===== config.mk =====
export PLATFORM = sky130hd
export DESIGN_NAME = swf_stats
export DESIGN_NICKNAME = d
export VERILOG_FILES = /design/src/design/swf_pkg.sv /design/src/design/swf_stats.sv
export SDC_FILE = /design/constraint.sdc
export NUM_CORES = 2
export LEC_CHECK = 0
export BUFFER_PORTS_ARGS = -buffer_cell sky130_fd_sc_hd__buf_2
export CORE_ASPECT_RATIO = 1.4
export CORE_MARGIN = 3
export CORE_UTILIZATION = 68
export DETAILED_ROUTE_END_ITERATION = 10
export HOLD_SLACK_MARGIN = 0.1
export PLACE_DENSITY = 0.83
export SYNTH_ARGS = -nofsm -noshare
export SYNTH_HDL_FRONTEND = slang
export SYNTH_SLANG_ARGS = --single-unit

===== constraint.sdc =====
create_clock -name clk_i -period 14.1 [get_ports clk_i]
set_input_delay 1.41 -clock clk_i [delete_from_list [all_inputs] [get_ports clk_i]]
set_output_delay 1.41 -clock clk_i [all_outputs]
set_load 0.02 [all_outputs]

===== src/design/swf_pkg.sv =====
// shared types, constants and helper functions of the sigma window filter
package swf_pkg;

  // configuration register indexes
  typedef enum logic [1:0] {
    CFG_IMAGE_WIDTH  = 2'd0,
    CFG_IMAGE_HEIGHT = 2'd1
  } cfg_idx_e;

  localparam int unsigned CfgDataW = 12;
  localparam logic [10:0] WidthReset  = 11'd640;
  localparam logic [11:0] HeightReset = 12'd480;

  // reciprocal of nine for the mean: sum * 7282 >> 16 is exact below 2304
  localparam logic [12:0] Recip9Mean = 13'd7282;
  // reciprocal of nine for the variance: sq * 932068 >> 23, exact below 2^20
  localparam logic [19:0] Recip9Var  = 20'd932068;

  // allowed deviation is this many sigma
  localparam logic [1:0] SigmaSpan = 2'd2;

  typedef struct packed {
    logic [7:0] pixel_value;
    logic       start_of_frame;
  } pix_in_t;

  typedef struct packed {
    logic [7:0] filtered_value;
    logic       last_of_frame;
  } pix_out_t;

  // per-stage control that travels with the window
  typedef struct packed {
    logic valid;
    logic last;
  } ctl_t;

  typedef logic [8:0][7:0] win_t;

  // partial state of the digit-by-digit square root
  typedef struct packed {
    logic [15:0] op;
    logic [15:0] res;
  } sqrt_t;

  // four steps of the integer square root, starting at bit weight one0
  function automatic sqrt_t sqrt_steps(sqrt_t s, logic [15:0] one0);
    sqrt_t       r;
    logic [15:0] one;
    logic [16:0] t;
    r   = s;
    one = one0;
    for (int i = 0; i < 4; i++) begin
      t = {1'b0, r.res} + {1'b0, one};
      if ({1'b0, r.op} >= t) begin
        r.op  = r.op - t[15:0];
        r.res = (r.res >> 1) + one;
      end else begin
        r.res = r.res >> 1;
      end
      one = one >> 2;
    end
    return r;
  endfunction

  // ceil(65536 / c) for counts of one to nine
  function automatic logic [16:0] recip_cnt(logic [3:0] c);
    logic [16:0] r;
    case (c)
      4'd1:    r = 17'd65536;
      4'd2:    r = 17'd32768;
      4'd3:    r = 17'd21846;
      4'd4:    r = 17'd16384;
      4'd5:    r = 17'd13108;
      4'd6:    r = 17'd10923;
      4'd7:    r = 17'd9363;
      4'd8:    r = 17'd8192;
      4'd9:    r = 17'd7282;
      default: r = 17'd0;
    endcase
    return r;
  endfunction

endpackage


===== src/design/swf_stats.sv =====
// window mean, variance and sigma over seven stages
module swf_stats (
  input  logic          clk_i,
  input  logic          rst_ni,
  input  logic          en_i,
  input  swf_pkg::ctl_t ctl_i,
  input  swf_pkg::win_t win_i,
  output swf_pkg::ctl_t ctl_o,
  output swf_pkg::win_t win_o,
  output logic [7:0]    sigma_o
);

  swf_pkg::ctl_t c1_q, c2_q, c3_q, c4_q, c5_q, c6_q, c7_q;
  swf_pkg::win_t w1_q, w2_q, w3_q, w4_q, w5_q, w6_q, w7_q;
  logic [11:0] sum_d, sum1_q;
  logic [24:0] mprod;
  logic [7:0]  mean2_q;
  logic [8:0][15:0] sqd_d, sqd3_q;
  logic [19:0] sq_d, sq4_q;
  logic [39:0] vprod;
  logic [15:0] var5_q;
  swf_pkg::sqrt_t s6_d, s6_q, s7_d;
  logic [7:0]  sig7_q;
  logic [7:0]  d;

  // combinational work of each stage
  always_comb begin
    sum_d = '0;
    for (int i = 0; i < 9; i++) sum_d = sum_d + 12'(win_i[i]);
    mprod = 25'(sum1_q) * 25'(swf_pkg::Recip9Mean);
    for (int i = 0; i < 9; i++) begin
      d = (w2_q[i] >= mean2_q) ? w2_q[i] - mean2_q : mean2_q - w2_q[i];
      sqd_d[i] = 16'(d) * 16'(d);
    end
    sq_d = '0;
    for (int i = 0; i < 9; i++) sq_d = sq_d + 20'(sqd3_q[i]);
    vprod = 40'(sq4_q) * 40'(swf_pkg::Recip9Var);
    s6_d = swf_pkg::sqrt_steps('{op: var5_q, res: 16'd0}, 16'h4000);
    s7_d = swf_pkg::sqrt_steps(s6_q, 16'h0040);
  end

  // valid and last bits
  always_ff @(posedge clk_i or negedge rst_ni) begin
    if (!rst_ni) begin
      c1_q <= '0; c2_q <= '0; c3_q <= '0; c4_q <= '0;
      c5_q <= '0; c6_q <= '0; c7_q <= '0;
    end else if (en_i) begin
      c1_q <= ctl_i; c2_q <= c1_q; c3_q <= c2_q; c4_q <= c3_q;
      c5_q <= c4_q; c6_q <= c5_q; c7_q <= c6_q;
    end
  end

  // stage payload
  always_ff @(posedge clk_i) begin
    if (en_i) begin
      w1_q <= win_i; w2_q <= w1_q; w3_q <= w2_q; w4_q <= w3_q;
      w5_q <= w4_q; w6_q <= w5_q; w7_q <= w6_q;
      sum1_q  <= sum_d;
      mean2_q <= mprod[23:16];
      sqd3_q  <= sqd_d;
      sq4_q   <= sq_d;
      var5_q  <= vprod[38:23];
      s6_q    <= s6_d;
      sig7_q  <= s7_d.res[7:0];
    end
  end

  assign ctl_o   = c7_q;
  assign win_o   = w7_q;
  assign sigma_o = sig7_q;

endmodule


# Yosys cells after proc, flatten, opt, wreduce, memory -nomap -nowiden
# Index checks and enable logic that the tools add are counted.
dict set report totals {
  mem_count 0
  mem_bits_rw 0
  in_bits 77
  mem_bits_ro 0
  latch_bits 0
  out_inout_bits 82
  ff_bits 758
  elab_cells 201
}
dict set report classes {
  add_sub_neg 55
  multipliers 11
  n_shift 0
  n_bitwise 0
  muxes 24
  n_lt_le_gt_ge 17
  reduce_logical 0
  eq_ne 0
  div 0
}
# cell n
set ops {}
lappend ops {{$mux W16} 10}
lappend ops {{$mul A8 B8 Y16} 9}
lappend ops {{$sub A8 B8 Y8} 18}
lappend ops {{$ge A16 B17 Y1} 7}
lappend ops {{$sub A16 B16 Y16} 6}
lappend ops {{$add A20 B16 Y20} 4}
lappend ops {{$mux W8} 10}
lappend ops {{$ge A8 B8 Y1} 9}
lappend ops {{$mux W15} 4}
lappend ops {{$add A12 B8 Y12} 4}
lappend ops {{$mul A20 B18 Y37 const B} 1}
lappend ops {{$mul A12 B12 Y23 const B} 1}
lappend ops {{$add A19 B16 Y20} 1}
lappend ops {{$add A18 B16 Y19} 1}
lappend ops {{$add A17 B16 Y18} 1}
lappend ops {{$add A16 B1 Y17 const B} 1}
lappend ops {{$add A16 B11 Y17 const B} 1}
lappend ops {{$add A16 B13 Y17 const B} 1}
lappend ops {{$add A16 B16 Y17} 1}
lappend ops {{$add A16 B3 Y17 const B} 1}
lappend ops {{$add A16 B5 Y17 const B} 1}
lappend ops {{$add A16 B7 Y17 const B} 1}
lappend ops {{$add A16 B9 Y17 const B} 1}
lappend ops {{$add A15 B3 Y16 const B} 1}
lappend ops {{other kinds (12)} 12}

# Depth between registers and ports, before layout
dict set report logic_depth {
  depth_word 12
  ltp_mapped 40
  mapped_depth_nobuf 37
}

# Worst setup path after synthesis
# Ideal clock, no wire load.
dict set report synth_timing {
  path_kind {register -> register}
  from {register mean2_q[1]}
  to {register sqd3_q[63] (netlist name) (data pin)}
  synth_period_minus_slack_ps 8128
  setup_time_ps 259
  setup_slack_ps 5972
  stages_incl_launch_ff 31
  path_buffers 0
  required_ps 13841
  t_arrival_ps 7868
  cell_sequence {edfxtp_1 inv_1 fa_1 a21oi_1 o21bai_1 a21o_1 a21o_1 a211o_1 a21oi_1 mux2_2 a221oi_1 o211ai_1 xnor2_2 nor2_1 fa_1 xor2_1 xnor2_1 fa_1 inv_1 fa_1 ha_1 inv_1 o21bai_1 a21oi_1 o21bai_1 a21oi_1 o21ai_0 o21ai_0 nand2b_1 a21oi_1 xnor2_1}
}
# element line
set synth_lines {}
lappend synth_lines {{start, declared} swf_stats.sv:17} ;# logic [7:0] mean2_q;
lappend synth_lines {{start signal, assigned} swf_stats.sv:59} ;# mean2_q <= mprod[23:16];
lappend synth_lines {{end signal, assigned} swf_stats.sv:60} ;# sqd3_q <= sqd_d;
lappend synth_lines {{end, declared} swf_stats.sv:18} ;# logic [8:0][15:0] sqd_d, sqd3_q;

==> flow_summary.toml <==
[run_status]
status = "complete, no violations"

[worst_setup_path]
cp_data_arrival_time_ns = 9.02
worst_path_max_delay_cell = "edfxtp_1"
cp-start-kind = "flop"
cpMostUsedCell = "inv_1"
worstPathRequired_ns = 14.46
rrSetupSlack_ns = 5.44
end_kind = "flop"
crit_fanout = 11
crit_type = "reg2reg"
cpPeakStageDelay_ns = 0.77

[synth]
synthDistinctLibCells = 102
ys_ff_latch = 737
avgSynthCellArea_um2 = 12.4
ys_seq_area_frac = 0.403
yosysWarnings = 0
ys.flop_type = "edfxtp_1"
synthArstFlopShare = 0.0190
synth_edf_count = 723
syn-cell-area_um2 = 54700
syn_inst = 4409

[place]
hpwlAfterDp_mm = 91.8
gp_congestion = 0.948
numPortBuffers = 158

[floorplan]
ios = 159
coreArea_um2 = 79400
die_w_um = 246
start_util = 0.690
placementRows = 122
die_y_um = 342
dieArea_um2 = 84000

[clock_tree]
hold_buffers = 0
htree_levels = 3
cts_tree = "yes"
cts-resized-gates = 0
root_buffer = "clkbuf_16"
cts_made_buffers = 73
cts_buffer_depth = 3
path_clk_slew_ns = 0.07
cts_setup_buffers = 0
cts_sinks = 737
insertion_delay_ns = 0.63

[route]
wl_per_cell_um = 20.6
dr.max_layer_used = "met4"
wl_met2_mm = 61.9
wl_met1_mm = 43.7
wirelength_mm = 118
drt_iter0_drc = 2039
drc = 0
vias = 33286
final_antenna_net_count = 0
first_pass_iters = 7
viasPerCell = 5.79
routed-wl-met3_mm = 5.74

[layout]
fillers = 5009
multi_input_area_um2 = 29600
drive_gt1_frac = 0.0853
final_nets = 5920
regArea_um2 = 22100
area_growth_pct = 8.26

[job]
cap_violations = 0

[grt]
grt_pass1_wl_mm = 189
grt_start_max_net_pins = 193
gr-usage-all-layers = 0.293
grt-ovfl-total = 0
grt_pass1_vias = 35804
antenna_found_initial = 0

[timing]
min_period_over_period = 0.614
max-slew-margin-rel = 0.191
rsz0062_at_grt = "false"
skew_ns = 0.0236
fmax_mhz = 115
finalHoldViolCount = 0
tns_ns = 0
setup-violations-final = 0
period_minus_slack_ns = 8.66
slew_viol_final = 0
tightest_slew_ns = 1.18

[hold_path]
hp-class = "reg2reg"
## logic make-up (layout without fill, tap and decap cells)
family,count (synthesis),in the layout,share of synthesized area
adders and majority gates,1206,1206,0.348
buffers and inverters,812,1091,0.0565
DFF,737,737,0.403
and+or+nand+nor,705,705,0.0613
AOI/OAI and AO/OA,587,587,0.0708
xor gates and xnor gates,278,278,0.0448
muxes,83,83,0.0161
other,1,5,0.0000685
## final timing paths
| path | endpoint | start | cells past startpoint |
|---|---|---|---|
| worst max-delay path | sqd3_q[143] | mean2_q[3] | 33 |
| worst min-delay path | w4_q[27] | w3_q[27] | 0 |
| worst max register to register | sqd3_q[143] | mean2_q[3] | 33 |
| worst min register to register | w4_q[27] | w3_q[27] | 0 |
| max in group asynchronous | c4_q[1] | rst_ni | 1 |
| min in group asynchronous | ctl_o[0] | rst_ni | 1 |
## cell type report
type,count,area share
Antenna cell,1,0.0000422
Timing Repair Buffer,180,0.0165
Inverter,782,0.0497
Tap cell,1054,0.0223
Clock buffer,82,0.0318
Sequential cell,737,0.372
Multi-Input combinational cell,2863,0.499
Clock inverter,47,0.00802
## synth_stat cells, drive strengths merged, types with 4 or more instances
cell type / number / area (um2)
a2111oi: 6 / 96.3
a211o: 8 / 70.1
a211oi: 9 / 67.6
a21boi: 7 / 52.6
a21o: 60 / 459
a21oi: 202 / 1010
a31oi: 10 / 62.6
and2: 6 / 37.5
and3: 22 / 143
and4b: 5 / 51.3
buf: 5 / 31.3
clkbuf: 25 / 118
dfrtp: 14 / 350
edfxtp: 723 / 21700
fa: 524 / 10500
ha: 682 / 8530
inv: 781 / 2940
mux2: 39 / 439
mux2i: 44 / 440
nand2: 139 / 522
nand2b: 46 / 290
nand3: 22 / 120
nand3b: 4 / 30.0
nand4: 21 / 131
nand4b: 7 / 61.3
nor2: 307 / 1150
nor2b: 28 / 175
nor3: 35 / 180
nor3b: 8 / 65.1
nor4: 5 / 52.6
o211ai: 20 / 160
o21a: 38 / 293
o21ai: 96 / 480
o21bai: 63 / 473
o221ai: 7 / 61.3
o31a: 4 / 35.0
o31ai: 20 / 169
or2: 36 / 230
or3: 7 / 45.1
xnor2: 212 / 1860
xor2: 66 / 586
## sequential cells by signal, indices dropped and copies added (netlist names), 8 cells and up
signal,flops
sqd3_q,135
w1_q,72
w2_q,72
w3_q,72
w4_q,72
w5_q,72
w6_q,72
win_o,72
s6_q,20
sq4_q,20
var5_q,16
sum1_q,12
mean2_q,8
sigma_o,8
## placed cells by master, fill, tap and decap left out, types with 65 or more instances in the layout
master and count:
nand2_1 139, o21ai_0 89, edfxtp_1 723, nor2_1 306, fa_1 524, xor2_1 65
xnor2_1 211, buf_2 157, inv_1 779, a21oi_1 202, clkbuf_16 74, ha_1 682
## per-stage QoR
step | utilization | hold WS (ns) | cell area (um2) | setup WS (ns) | cells
3_5_place_dp | 0.717 | 0.405 | 56900 | 5.57 | 5616
5_1_grt | 0.747 | 0.414 | 59300 | 4.73 | 5745
6_report | 0.747 | 0.405 | 59300 | 5.44 | 5746
3_3_place_gp | 0.717 | 0.401 | 56900 | 5.73 | 5616
2_1_floorplan | - | 0.400 | 54800 | 5.97 | 4412
4_1_cts | 0.747 | 0.405 | 59300 | 5.50 | 5745
## worst max-delay path: cells and delay by family (launching register included)
kind                     cells  cell delay (ns)
multiplexers                 1             0.26
adder cells (fa/ha/maj)      6             2.29
buffers and inverters        6             0.83
flip-flops                   1             0.77
AO/OA/AOI/OAI               13             2.59
AND/OR/NAND/NOR              5             0.73
XOR/XNOR                     2             0.90
## per-layer routing
layer	global-route usage	vias to the layer above
li1	-	15363
met1	0.344	16518
met2	0.528	1053
met3	0.0374	352
met4	0.151	0
met5	0	-
Power is left out: the tool's default activity adds up to more than one toggle a clock period on the data nets, which glitch-free logic cannot reach.
